### src/dsdvs_pkg.sv
// ----------------------------------------------------------------------------
// dsdvs_pkg: shared types and constants for the DPCM sample decoder
// Item layouts, the lane-to-merge bundle, the gain request and the fixed
// constants of the decode and scaling path.
// ----------------------------------------------------------------------------
package dsdvs_pkg;

  // Number of entries in the delta table; a nibble selects one of them.
  localparam int DELTA_ENTRIES = 16;
  localparam int NIB_W         = $clog2(DELTA_ENTRIES);

  // Configuration register indexes.
  localparam int          CFG_IDX_W          = 3;
  localparam logic [2:0]  REG_CODING_MODE    = 3'd0;
  localparam logic [2:0]  REG_DELTA_LOW      = 3'd1;
  localparam logic [2:0]  REG_DELTA_HIGH     = 3'd2;
  localparam logic [2:0]  REG_VOLUME         = 3'd3;
  localparam logic [2:0]  REG_VOL_DIVISOR    = 3'd4;

  // Reset values and fixed constants. The reset gain is the one that the
  // reset volume and divisor give: (256*256 + 128) / 256.
  localparam logic [7:0]  ACC_INIT     = 8'h80;
  localparam logic [15:0] VOLUME_RESET = 16'h0100;
  localparam logic [15:0] DIV_RESET    = 16'h0100;
  localparam logic [31:0] GAIN_RESET   = 32'h0000_0100;
  localparam logic [31:0] GAIN_MAX     = 32'h7FFF_FFFF;

  // Restoring divider: numerator is volume*256 plus half the divisor.
  localparam int QUO_W    = 25;
  localparam int DIV_CNT_W = $clog2(QUO_W);
  localparam logic [DIV_CNT_W-1:0] DIV_LAST = DIV_CNT_W'(QUO_W - 1);

  // Input item as it arrives on the input channel.
  typedef struct packed {
    logic [7:0] data_byte;
    logic       sample_start;
    logic       end_of_sample;
  } in_item_t;

  // Result item as it leaves on the output channel.
  typedef struct packed {
    logic [7:0] sample_out;
    logic       last_of_run;
    logic       sample_end;
  } out_item_t;

  // Scaled samples of one item handed from the lanes to the merge stage.
  typedef struct packed {
    logic [7:0] sample0;
    logic [7:0] sample1;
    logic       two;
    logic       eos;
  } pair_t;

  // Request to derive a new gain from the register values after a write.
  typedef struct packed {
    logic        start;
    logic [15:0] volume;
    logic [15:0] divisor;
  } gain_req_t;

  // Gain unit status.
  typedef struct packed {
    logic        busy;
    logic [31:0] gain;
  } gain_sts_t;

endpackage

### src/dsdvs_gain.sv
// ----------------------------------------------------------------------------
// dsdvs_gain: gain factor derivation
// Derives the 32-bit gain from volume and divisor. A positive divisor runs a
// one-bit-per-cycle restoring divider with rounding; otherwise the volume is
// multiplied by the negated divisor and saturated.
// ----------------------------------------------------------------------------
module dsdvs_gain (
  input  logic                clk,
  input  logic                rst_n,
  input  dsdvs_pkg::gain_req_t req,
  output dsdvs_pkg::gain_sts_t sts
);
  import dsdvs_pkg::*;

  typedef enum logic [2:0] {
    G_IDLE = 3'b001,
    G_DIV  = 3'b010,
    G_MUL  = 3'b100
  } gstate_t;

  gstate_t               state_r;
  logic [31:0]           gain_r;
  logic [QUO_W-1:0]      quo_r;
  logic [14:0]           rem_r;
  logic [14:0]           dsr_r;
  logic [DIV_CNT_W-1:0]  cnt_r;
  logic [31:0]           prod_r;

  logic [15:0]           rem_sh;
  logic [15:0]           rem_sub;
  logic                  ge;
  logic [QUO_W-1:0]      quo_nxt;
  logic                  div_pos;
  logic [15:0]           mag;

  // One divider step: shift in the next numerator bit and try to subtract.
  always_comb begin
    rem_sh  = {rem_r, quo_r[QUO_W-1]};
    rem_sub = rem_sh - {1'b0, dsr_r};
    ge      = (rem_sh >= {1'b0, dsr_r});
    quo_nxt = {quo_r[QUO_W-2:0], ge};
    div_pos = !req.divisor[15] && (req.divisor != 16'd0);
    mag     = 16'(-req.divisor);
  end

  // Control and gain registers.
  always_ff @(posedge clk) begin
    if (!rst_n) begin
      state_r <= G_IDLE;
      gain_r  <= GAIN_RESET;
      cnt_r   <= '0;
    end else begin
      unique case (state_r)
        G_IDLE: begin
          if (req.start) begin
            cnt_r   <= '0;
            state_r <= div_pos ? G_DIV : G_MUL;
          end
        end
        G_DIV: begin
          cnt_r <= cnt_r + 1'b1;
          if (cnt_r == DIV_LAST) begin
            gain_r  <= {{(32-QUO_W){1'b0}}, quo_nxt};
            state_r <= G_IDLE;
          end
        end
        G_MUL: begin
          gain_r  <= (|prod_r[31:23]) ? GAIN_MAX : {prod_r[23:0], 8'h00};
          state_r <= G_IDLE;
        end
        default: state_r <= G_IDLE;
      endcase
    end
  end

  // Datapath registers of the divider and the multiplier.
  always_ff @(posedge clk) begin
    if (state_r == G_IDLE && req.start) begin
      quo_r  <= {1'b0, req.volume, 8'h00} + QUO_W'(req.divisor[14:1]);
      rem_r  <= '0;
      dsr_r  <= req.divisor[14:0];
      prod_r <= req.volume * mag;
    end else if (state_r == G_DIV) begin
      quo_r <= quo_nxt;
      rem_r <= ge ? rem_sub[14:0] : rem_sh[14:0];
    end
  end

  assign sts.busy = (state_r != G_IDLE);
  assign sts.gain = gain_r;

endmodule

### src/dsdvs_lane.sv
// ----------------------------------------------------------------------------
// dsdvs_lane: one sample scaling lane
// Centers a sample at 128, multiplies it by the gain into a register, then
// divides by 65536 toward zero, clamps and re-biases the result.
// ----------------------------------------------------------------------------
module dsdvs_lane (
  input  logic        clk,
  input  logic        load,
  input  logic [7:0]  sample_in,
  input  logic [31:0] gain,
  output logic [7:0]  scaled
);
  import dsdvs_pkg::*;

  logic signed [40:0] prod_r;
  logic signed [7:0]  centered;
  logic signed [40:0] adj;
  logic signed [24:0] quo;
  logic signed [7:0]  clamped;

  // Sample minus 128 is the sample with its top bit flipped.
  assign centered = {~sample_in[7], sample_in[6:0]};

  always_ff @(posedge clk) begin
    if (load) begin
      prod_r <= 41'(centered) * $signed({9'b0, gain});
    end
  end

  // Truncating division by 65536 and clamping to the signed byte range.
  always_comb begin
    adj = prod_r + (prod_r[40] ? 41'sd65535 : 41'sd0);
    quo = 25'(adj >>> 16);
    if (quo < -25'sd128) begin
      clamped = -8'sd128;
    end else if (quo > 25'sd127) begin
      clamped = 8'sd127;
    end else begin
      clamped = quo[7:0];
    end
  end

  assign scaled = {~clamped[7], clamped[6:0]};

endmodule

### src/dsdvs_merge.sv
// ----------------------------------------------------------------------------
// dsdvs_merge: result merging stage
// Holds the scaled samples that the lanes produced for one item and sends
// them out one result item per cycle while out_stall is low, first lane first.
// ----------------------------------------------------------------------------
module dsdvs_merge (
  input  logic                 clk,
  input  logic                 rst_n,
  input  logic                 pair_valid,
  input  dsdvs_pkg::pair_t     pair,
  output logic                 pair_ready,
  output logic                 out_valid,
  input  logic                 out_stall,
  output dsdvs_pkg::out_item_t out_data
);
  import dsdvs_pkg::*;

  pair_t buf_r;
  logic  valid_r;
  logic  idx_r;
  logic  last;
  logic  take;
  logic  load;

  // The result in front is the last of its item when it is lane one's or
  // the item carries a single sample.
  assign last       = !buf_r.two || idx_r;
  assign take       = valid_r && !out_stall;
  assign pair_ready = !valid_r || (take && last);
  assign load       = pair_valid && pair_ready;

  always_ff @(posedge clk) begin
    if (!rst_n) begin
      valid_r <= 1'b0;
      idx_r   <= 1'b0;
    end else if (load) begin
      valid_r <= 1'b1;
      idx_r   <= 1'b0;
    end else if (take) begin
      if (last) begin
        valid_r <= 1'b0;
      end else begin
        idx_r <= 1'b1;
      end
    end
  end

  always_ff @(posedge clk) begin
    if (load) begin
      buf_r <= pair;
    end
  end

  assign out_valid           = valid_r;
  assign out_data.sample_out = idx_r ? buf_r.sample1 : buf_r.sample0;
  assign out_data.last_of_run = last;
  assign out_data.sample_end  = last && buf_r.eos;

endmodule

### src/dpcm_sample_decode_volume_scale.sv
// ----------------------------------------------------------------------------
// dpcm_sample_decode_volume_scale: PCM / table DPCM decoder with gain
// Decodes stored sample bytes into one or two volume-scaled samples.
// ----------------------------------------------------------------------------
// Usage:
//   Input items (data byte, start flag, end flag) arrive on in_valid/in_stall.
//   In PCM mode each item yields one result item; in DPCM mode the high and
//   low nibbles are decoded together and two scaling lanes work side by
//   side, then the merge stage sends the two results one after the other.
//   Result items leave on out_valid/out_stall.
//   The first result of an item passes the stage-one registers, the lane
//   product registers and the merge buffer. Rate: one item per cycle in
//   PCM mode while out_stall is low and no gain is derived; in DPCM mode
//   the merge stage takes a new item only as the second result of the last leaves the single output port.
//   Configuration writes use cfg_valid/cfg_ready with cfg_index and
//   cfg_data. A write of volume or divisor derives a new gain: cfg_ready is
//   low and input items are stalled while the gain unit is busy: while
//   the restoring divider runs on a positive divisor, or while the
//   multiplier serves otherwise.
//   A stall on the output holds the result in front; the stages behind fill
//   and then the input stalls too. Reset clears the pipeline, restarts the
//   accumulator at 128 and loads the registers in PCM mode with volume and
//   divisor at 256, which gives a gain of 256.
// ----------------------------------------------------------------------------
module dpcm_sample_decode_volume_scale (
  input  logic                 clk,
  input  logic                 rst_n,
  input  logic                 in_valid,
  output logic                 in_stall,
  input  dsdvs_pkg::in_item_t  in_data,
  output logic                 out_valid,
  input  logic                 out_stall,
  output dsdvs_pkg::out_item_t out_data,
  input  logic                 cfg_valid,
  output logic                 cfg_ready,
  input  logic [2:0]           cfg_index,
  input  logic [63:0]          cfg_data
);
  import dsdvs_pkg::*;

  // Configuration registers.
  logic        mode_r;
  logic [63:0] tbl_low_r;
  logic [63:0] tbl_high_r;
  logic [15:0] volume_r;
  logic [15:0] divisor_r;
  logic [15:0] volume_nxt;
  logic [15:0] divisor_nxt;
  logic        cfg_wr;

  gain_req_t   greq;
  gain_sts_t   gsts;

  // Decode state and pipeline stages.
  logic [7:0]  acc_r;
  logic [7:0]  acc_base;
  logic [7:0]  s0;
  logic [7:0]  s1;
  logic        in_acc;

  logic        v1_r;
  logic [7:0]  s0_r;
  logic [7:0]  s1_r;
  logic        two1_r;
  logic        eos1_r;

  logic        v2_r;
  logic        two2_r;
  logic        eos2_r;

  logic        st1_ready;
  logic        st2_ready;
  logic        adv2;
  logic        merge_ready;
  pair_t       pair;

  function automatic logic [7:0] delta_of(input logic [127:0] tbl,
                                          input logic [NIB_W-1:0] nib);
    return tbl[{nib, 3'b000} +: 8];
  endfunction

  // Register writes and the gain request that follows a volume or divisor write.
  assign cfg_ready = !gsts.busy;
  assign cfg_wr    = cfg_valid && cfg_ready;

  always_comb begin
    volume_nxt  = volume_r;
    divisor_nxt = divisor_r;
    greq.start  = 1'b0;
    if (cfg_wr) begin
      case (cfg_index)
        REG_VOLUME: begin
          volume_nxt = cfg_data[15:0];
          greq.start = 1'b1;
        end
        REG_VOL_DIVISOR: begin
          divisor_nxt = cfg_data[15:0];
          greq.start  = 1'b1;
        end
        default: ;
      endcase
    end
    greq.volume  = volume_nxt;
    greq.divisor = divisor_nxt;
  end

  always_ff @(posedge clk) begin
    if (!rst_n) begin
      mode_r     <= 1'b0;
      tbl_low_r  <= '0;
      tbl_high_r <= '0;
      volume_r   <= VOLUME_RESET;
      divisor_r  <= DIV_RESET;
    end else begin
      volume_r  <= volume_nxt;
      divisor_r <= divisor_nxt;
      if (cfg_wr) begin
        case (cfg_index)
          REG_CODING_MODE: mode_r     <= cfg_data[0];
          REG_DELTA_LOW:   tbl_low_r  <= cfg_data;
          REG_DELTA_HIGH:  tbl_high_r <= cfg_data;
          default: ;
        endcase
      end
    end
  end

  dsdvs_gain u_gain (
    .clk   (clk),
    .rst_n (rst_n),
    .req   (greq),
    .sts   (gsts)
  );

  // Handshake across the stages.
  assign st2_ready = !v2_r || merge_ready;
  assign st1_ready = !v1_r || st2_ready;
  assign adv2      = v1_r && st2_ready;
  assign in_stall  = !st1_ready || gsts.busy;
  assign in_acc    = in_valid && !in_stall;

  // Accumulator steps for both nibbles of the item in DPCM mode; the byte itself in PCM mode.
  always_comb begin
    acc_base = in_data.sample_start ? ACC_INIT : acc_r;
    s0 = mode_r ? acc_base + delta_of({tbl_high_r, tbl_low_r}, in_data.data_byte[7:4])
                : in_data.data_byte;
    s1 = s0 + delta_of({tbl_high_r, tbl_low_r}, in_data.data_byte[3:0]);
  end

  always_ff @(posedge clk) begin
    if (!rst_n) begin
      acc_r <= ACC_INIT;
      v1_r  <= 1'b0;
      v2_r  <= 1'b0;
    end else begin
      if (in_acc) begin
        acc_r <= mode_r ? s1 : acc_base;
      end
      if (in_acc) begin
        v1_r <= 1'b1;
      end else if (adv2) begin
        v1_r <= 1'b0;
      end
      if (adv2) begin
        v2_r <= 1'b1;
      end else if (merge_ready) begin
        v2_r <= 1'b0;
      end
    end
  end

  always_ff @(posedge clk) begin
    if (in_acc) begin
      s0_r   <= s0;
      s1_r   <= s1;
      two1_r <= mode_r;
      eos1_r <= in_data.end_of_sample;
    end
    if (adv2) begin
      two2_r <= two1_r;
      eos2_r <= eos1_r;
    end
  end

  // Two scaling lanes, one per nibble.
  dsdvs_lane u_lane0 (
    .clk       (clk),
    .load      (adv2),
    .sample_in (s0_r),
    .gain      (gsts.gain),
    .scaled    (pair.sample0)
  );

  dsdvs_lane u_lane1 (
    .clk       (clk),
    .load      (adv2),
    .sample_in (s1_r),
    .gain      (gsts.gain),
    .scaled    (pair.sample1)
  );

  assign pair.two = two2_r;
  assign pair.eos = eos2_r;

  dsdvs_merge u_merge (
    .clk        (clk),
    .rst_n      (rst_n),
    .pair_valid (v2_r),
    .pair       (pair),
    .pair_ready (merge_ready),
    .out_valid  (out_valid),
    .out_stall  (out_stall),
    .out_data   (out_data)
  );

endmodule
### config.mk
export PLATFORM = sky130hd
export DESIGN_NAME = dpcm_sample_decode_volume_scale
export DESIGN_NICKNAME = d
export VERILOG_FILES = /design/src/dsdvs_pkg.sv /design/src/dsdvs_gain.sv /design/src/dsdvs_lane.sv /design/src/dsdvs_merge.sv /design/src/dpcm_sample_decode_volume_scale.sv
export SDC_FILE = /design/constraint.sdc
export NUM_CORES = 2
export LEC_CHECK = 0
export BUFFER_PORTS_ARGS = -buffer_cell sky130_fd_sc_hd__clkbuf_2
export CAP_MARGIN = 10
export CELL_PAD_IN_SITES_DETAIL_PLACEMENT = 0
export CELL_PAD_IN_SITES_GLOBAL_PLACEMENT = 1
export CORE_ASPECT_RATIO = 0.75
export CORE_MARGIN = 4
export CORE_UTILIZATION = 40
export CTS_CLUSTER_SIZE = 10
export DETAILED_ROUTE_END_ITERATION = 10
export HOLD_SLACK_MARGIN = 0.03
export MAX_ROUTING_LAYER = met4
export PLACE_DENSITY = 0.69
export SETUP_SLACK_MARGIN = 0.05
export SLEW_MARGIN = 20
export SYNTH_ARGS = -nofsm -noshare
export SYNTH_HDL_FRONTEND = slang
export SYNTH_SLANG_ARGS = --single-unit
### constraint.sdc
create_clock -name clk -period 8.65 [get_ports clk]
set_clock_uncertainty 0.1 [all_clocks]
set_input_delay 0.4325 -clock clk [delete_from_list [all_inputs] [get_ports clk]]
set_output_delay 0.4325 -clock clk [all_outputs]
set_load 0.01 [all_outputs]
# Yosys cells after proc, flatten, opt, wreduce, memory -nomap -nowiden
# Index checks and enable logic that the tools add are counted.
# word_totals
word_cells,144
reg_bits,420
# classes
shifts,2
muxes,35
order_cmp,5
n_mul,3
bitwise,6
eq_ne,11
add_sub_neg,8
reduce_logical,43
# op_table
op,count
128-bit by 8-bit variable part select with 8-bit output,2
16-bit two-way mux,6
41-bit adder,2
8-bit by 33-bit multiplier with 41-bit output,2
32-bit two-way mux,2
8-bit two-way mux,8
32-bit case mux with 2 select lines,1
25-bit by 8-bit greater-than comparator with 1-bit output (second input constant),2
25-bit by 8-bit less-than comparator with 1-bit output (second input constant),2
25-bit two-way mux,2
16-bit by 16-bit multiplier with 32-bit output,1
24-bit by 14-bit adder with 25-bit output,1
8-bit adder,2
16-bit by 15-bit >= comparator with 1-bit output,1
16-bit negation,1
2-bit AND reduction,8
16-bit nonzero test,1
15-bit two-way mux,1
15-bit subtractor,1
2-bit nonzero test,7
5-bit case mux with 2 select lines,1
3-bit by 2-bit == test with 1-bit output (second input constant),3
1-bit logical AND,9
1-bit zero test,9
other kinds (15),38

# Depth between registers and ports, before layout
# depth
depth_word,11
mapped_depth,36
mapped_depth_nobuf,34

# Cells and area by module
# From an unflattened synthesis, not the netlist that was laid out.
# unflattened
hier_cells,5005
area_unflattened_um2,46686.0
# by_module_without_submodules
module,n_inst,cells_per_inst,area_per_inst_um2
dsdvs_gain,1,1628,14775.4
dsdvs_lane at u_lane1,1,1195,10930.5
dsdvs_lane at u_lane0,1,1206,10914.2
dpcm_sample_decode_volume_scale,1,935,9303.9
dsdvs_merge,1,41,762.0

# Worst setup path before layout
# Ideal clock, no wire load.
# synth_path
path_kind,reg2reg
startpoint,reg u_gain.state_r[2]
endpoint,"reg u_gain.prod_r[31], data pin"
path_buffers,4
period_less_slack_ns,8.739
path_slack_ns,-0.089
arrival_ns,8.379
stages_incl_launch_ff,34
path_cell_list,dfxtp_1 nor3b_2 nand3b_1 nor3b_1 buf_2 buf_4 mux2_2 inv_2 ha_1 clkbuf_1 nand2_1 or2_2 clkbuf_1 xnor2_1 nor2_1 fa_1 fa_1 fa_1 fa_1 fa_1 inv_1 fa_1 inv_1 ha_1 a21oi_1 o221ai_1 a41oi_1 nand2_1 o221a_2 nand4_1 a31oi_1 a21o_1 a21oi_1 xnor2_1
# synth_between
elab_chain_len,6
word_cells_on_any_way,7
cone_classes,1 x add/sub; 1 x mul; 1 x eq/ne; 2 x mux; 2 x reduce/logical
# synth_lines
item,line_no,rtl
start: declaration,dsdvs_gain.sv:21,gstate_t state_r;
start signal: assignment,dsdvs_gain.sv:57,state_r <= div_pos ? G_DIV : G_MUL;
3-bit by 1-bit inequality test with 1-bit output (*),dsdvs_gain.sv:89,assign sts.busy = (state_r != G_IDLE);
1-bit zero test (*),dpcm_sample_decode_volume_scale.sv:83,assign cfg_ready = !gsts.busy;
net cfg_ready,dpcm_sample_decode_volume_scale.sv:35,"output logic cfg_ready,"
1-bit logical AND (*),dpcm_sample_decode_volume_scale.sv:84,assign cfg_wr = cfg_valid && cfg_ready;
16-bit two-way mux,dpcm_sample_decode_volume_scale.sv:90,if (cfg_wr) begin
16-bit negation,dsdvs_gain.sv:43,mag = 16'(-req.divisor);
16-bit by 16-bit multiplier with 32-bit output (*),dsdvs_gain.sv:82,prod_r <= req.volume * mag;
end signal: assignment,dsdvs_gain.sv:82,
end: declaration,dsdvs_gain.sv:27,logic [31:0] prod_r;
# Mark *: on every way through the listed nets, which the timed path passes. The rest lies on a longest branch.
# A chain may end at the register's enable or synchronous reset.

# Worst setup path in the final report
# layout_path
startpoint,reg u_gain.state_r[0]
endpoint,"reg u_gain.prod_r[31], data pin"
# layout_between
elab_chain_len,6
word_cells_on_any_way,7
cone_classes,1 x add/sub; 1 x mul; 1 x eq/ne; 2 x mux; 2 x reduce/logical
# layout_lines
item,line_no
3-bit by 1-bit inequality test with 1-bit output (*),dsdvs_gain.sv:89
1-bit zero test (*),dpcm_sample_decode_volume_scale.sv:83
1-bit logical AND (*),dpcm_sample_decode_volume_scale.sv:84
16-bit two-way mux,dpcm_sample_decode_volume_scale.sv:90
16-bit negation,dsdvs_gain.sv:43
16-bit by 16-bit multiplier with 32-bit output (*),dsdvs_gain.sv:82
# Every way passes the cells marked *; elsewhere a longest branch is shown, timed or not.

==> impl_metrics.sql <==
INSERT INTO impl_metrics (metric_group, metric, value, unit) VALUES
('drt', 'postRouteAntennaNets', '0', ''),
('pwr', 'p_leak', '0.0223', 'uW'),
('floorplanning', 'chipHeight', '298', 'um'),
('cts', 'sink_count_of_the_clock_tree', '420', ''),
('timing', 'rsz0062_at_grt', 'true', ''),
('cts', 'clk_pin_slew_worst_paths', '0.06', 'ns'),
('floorplanning', 'die_area', '118000', 'um^2'),
('setup_path', 'cp.required', '8.93', 'ns'),
('setup_path', 'timing.setup.critical_path_class', 'reg -> reg', ''),
('global_route', 'antenna_found_initial', '8', ''),
('timing', 'post-route-min-period', '8.41', 'ns'),
('pwr', 'pwr-share-comb', '31.2', '%'),
('setup_path', 'critPathMostFrequentCell', 'sky130_fd_sc_hd__fa_1', ''),
('pwr', 'p_int', '4220', 'uW'),
('synth', 'asyncSetResetFlopFracSynth', '0', '%'),
('timing', 'setup_total_neg_slack', '0', 'ns'),
('flow_run', 'cap_violations', '0', ''),
('pwr', 'pwr-share-clk', '33.1', '%'),
('setup_path', 'worst_path_max_delay_cell', 'sky130_fd_sc_hd__or3b_2', ''),
('pwr', 'sequentialPowerShare', '35.7', '%'),
('place', 'number_of_placed_cells_counting_well_taps', '6293', ''),
('pwr', 'switching_share', '34.0', '%'),
('place', 'dpl_worst_slack', '-0.0230', 'ns'),
('drt', 'routed_wl', '128000', 'um'),
('outcome', 'run_status', 'completed', ''),
('setup_path', 'worstPathArrival', '8.69', 'ns'),
('pwr', 'power_density', '127', 'nW/um^2'),
('finish', 'final_common_cell', 'sky130_fd_sc_hd__inv_1', ''),
('finish', 'layout-drive-gt1-share', '11.5', '%'),
('setup_path', 'crit_path_start_kind', 'register', ''),
('finish', 'synthToLayoutAreaGrowth', '11.8', '%'),
('floorplanning', 'pin_count', '95', ''),
('synth', 'synth-seq-area-share', '23.0', '%'),
('timing', 'finalSetupViolations', '0', ''),
('timing', 'max_clock_freq', '0.119', 'GHz'),
('drt', 'vias', '33500', ''),
('setup_path', 'r2r-end', 'u_gain.prod_r[31]', ''),
('setup_path', 'ff2ff_setup_slack', '0.24', 'ns'),
('cts', 'worst_skew_pair.late_latency', '0.64', 'ns'),
('finish', 'num-nets-final', '5952', ''),
('floorplanning', 'die_w', '395', 'um'),
('finish', 'mostFrequentLayoutCells', 'sky130_fd_sc_hd__inv_1 (733), sky130_fd_sc_hd__nand2_1 (647), sky130_fd_sc_hd__fa_1 (560)', ''),
('synth', 'ys_seq_elements', '420', ''),
('timing', 'period_share', '97.2', '%'),
('floorplanning', 'number_of_standard_cell_rows_in_the_floorplan', '106', ''),
('setup_path', 'crit_fanout', '18', ''),
('timing', 'max_slew_margin', '25.2', '%'),
('global_route', 'grt.total_usage', '22.9', '%'),
('setup_path', 'regToRegStartpoint', 'u_gain.state_r[0]', ''),
('cts', 'clock_path_buffers', '3', ''),
('timing', 'timing_worst_slew_pin_value', '1.12', 'ns'),
('cts', 'cts_max_level', '2', ''),
('timing', 'slew_violations', '0', ''),
('finish', 'utilization', '45.1', '%'),
('synth', 'number_of_enable_flip_flop_cells_after_synthesis', '192', ''),
('worst_hold_path', 'hold_end', 'tbl_low_r[12]', ''),
('drt', 'avgRoutedWirePerCell', '19.9', 'um'),
('setup_path', 'r2r_cells', '28', ''),
('synth', 'synthesis.area', '44900', 'um^2'),
('synth', 'netlist_instances', '4793', ''),
('floorplanning', 'start_util', '40.3', '%'),
('synth', 'syn-num-nets', '5789', ''),
('pwr', 'vdd.ir_drop.worst', '135', 'uV'),
('timing', 'setup_ws', '0.244', 'ns'),
('timing', 'hold_viol', '0', ''),
('drt', 'dr.first_iter.drc_count', '2068', ''),
('worst_hold_path', 'hold_path_class', 'in -> reg', ''),
('setup_path', 'crit_path_max_incr_delay', '0.80', 'ns'),
('setup_path', 'critPathCaptureType', 'register', ''),
('cts', 'cts-root-buf', 'sky130_fd_sc_hd__clkbuf_16', ''),
('drt', 'via_to_cell_ratio', '5.19', '');
-- cell families (layout without fill, tap and decap cells) --
kind of cell	count (synthesis)	in the layout	share of synthesized area, %
AO/OA/AOI/OAI	630	630	8.65
AND/OR/NAND/NOR	1553	1553	16.4
flip-flops	420	420	23.0
other	0	5	0
multiplexers	148	148	5.63
XOR/XNOR	180	180	3.53
buffers and inverters	948	1146	7.96
adder cells (fa/ha/maj)	914	914	34.8
-- per-stage QoR --
stage	hold WS (ns)	instance area [um^2]	total power, uW
floorplan	0.300	44900	3580
global placement	0.301	47600	4200
global route	0.0870	50200	6790
CTS	0.0391	49800	6380
detailed placement	0.305	47600	4210
finish	0.0800	50200	6390
-- power by group through the flow --
stage / logic [uW] / registers (uW) / clock network [uW]
final: 1990 / 2280 / 2120
after global routing: 2250 / 2290 / 2250
after CTS: 1930 / 2280 / 2170
after detailed placement: 1890 / 2320 / 0
after global placement: 1880 / 2320 / 0
after floorplan: 1280 / 2300 / 0
-- worst max path at each step --
| stage | cells past startpoint | slack (ns) | end |
|---|---|---|---|
| 2_1_floorplan | 33 | 0.08 | u_gain.prod_r[31] |
| 3_3_place_gp | 31 | 0.05 | u_gain.prod_r[31] |
| 3_5_place_dp | 32 | -0.02 | u_gain.prod_r[31] |
| 4_1_cts | 33 | 0.06 | u_gain.prod_r[31] |
| 5_1_grt | 31 | -0.02 | u_gain.prod_r[31] |
| 6_report | 28 | 0.24 | u_gain.prod_r[31] |
-- worst max-delay path: cells and delay by family (launching register included) --
kind,cells,cell delay (ns)
adder cells (fa/ha/maj),7,3.45
AND/OR/NAND/NOR,7,1.63
AO/OA/AOI/OAI,6,1.09
buffers and inverters,6,0.71
multiplexers,1,0.67
flip-flops,1,0.34
XOR/XNOR,1,0.12
-- registers in the layout, summed over array words and instances, names as in the netlist, 16 cells and up --
| name | cells |
|---|---|
| u_gain.prod_r | 32 |
| u_lane1.prod_r | 41 |
| divisor_r | 16 |
| u_gain.gain_r | 32 |
| u_lane0.prod_r | 41 |
| tbl_high_r | 64 |
| u_gain.quo_r | 25 |
| u_merge.buf_r | 18 |
| volume_r | 16 |
| tbl_low_r | 64 |
-- cell type report --
class	count	area, um^2
Tap cell	1458	1820
Multi-Input combinational cell	3425	31300
Antenna cell	5	12.5
Inverter	741	2790
Timing Repair Buffer	315	2310
Clock buffer	72	1430
Clock inverter	18	169
Fill cell	10900	61200
Sequential cell	420	10300
-- metal layers --
metal | global-route usage [%] | wire length [um] | vias to the layer above
li1 | - | - | 15800
met1 | 33.3 | 62900 | 16700
met2 | 33.1 | 53300 | 838
met3 | 4.87 | 9260 | 144
met4 | 4.50 | 2790 | 0
met5 | - | 0 | -
-- timing repair --
item / CTS / global route
pin swaps: 1 / 19
hold buffers: 51 / 0
endpoints found under the hold margin: 100 / 0
buffers inserted: 0 / 15
gates resized for setup: 6 / 48
setup endpoints to repair: 2 / 11
-- cell usage after synthesis, drive strengths merged, types with 6 or more instances --
master | instances | share of area [%]
a211oi | 20 | 0.33
o21a | 20 | 0.33
nor2b | 21 | 0.29
dfxtp | 228 | 10
inv | 739 | 6.2
a21oi | 281 | 3.1
ha | 354 | 9.9
or3 | 7 | 0.098
nand4 | 20 | 0.28
xor2 | 64 | 1.2
nor4 | 13 | 0.18
o21bai | 27 | 0.45
a211o | 12 | 0.24
a31oi | 31 | 0.43
nand3 | 46 | 0.51
mux2i | 40 | 0.90
nand2 | 650 | 5.4
and2 | 351 | 4.9
nor2 | 266 | 2.2
a21o | 58 | 0.97
o211ai | 13 | 0.22
clkbuf | 189 | 1.6
and3 | 23 | 0.32
nand2b | 15 | 0.21
fa | 560 | 25
or2 | 65 | 0.91
buf | 18 | 0.19
mux4 | 80 | 4.0
mux2 | 28 | 0.71
nor3 | 54 | 0.60
a22oi | 11 | 0.18
a21boi | 6 | 0.10
o21ai | 95 | 1.1
xnor2 | 116 | 2.3
edfxtp | 192 | 13
Power figures use the tool's default switching activity.
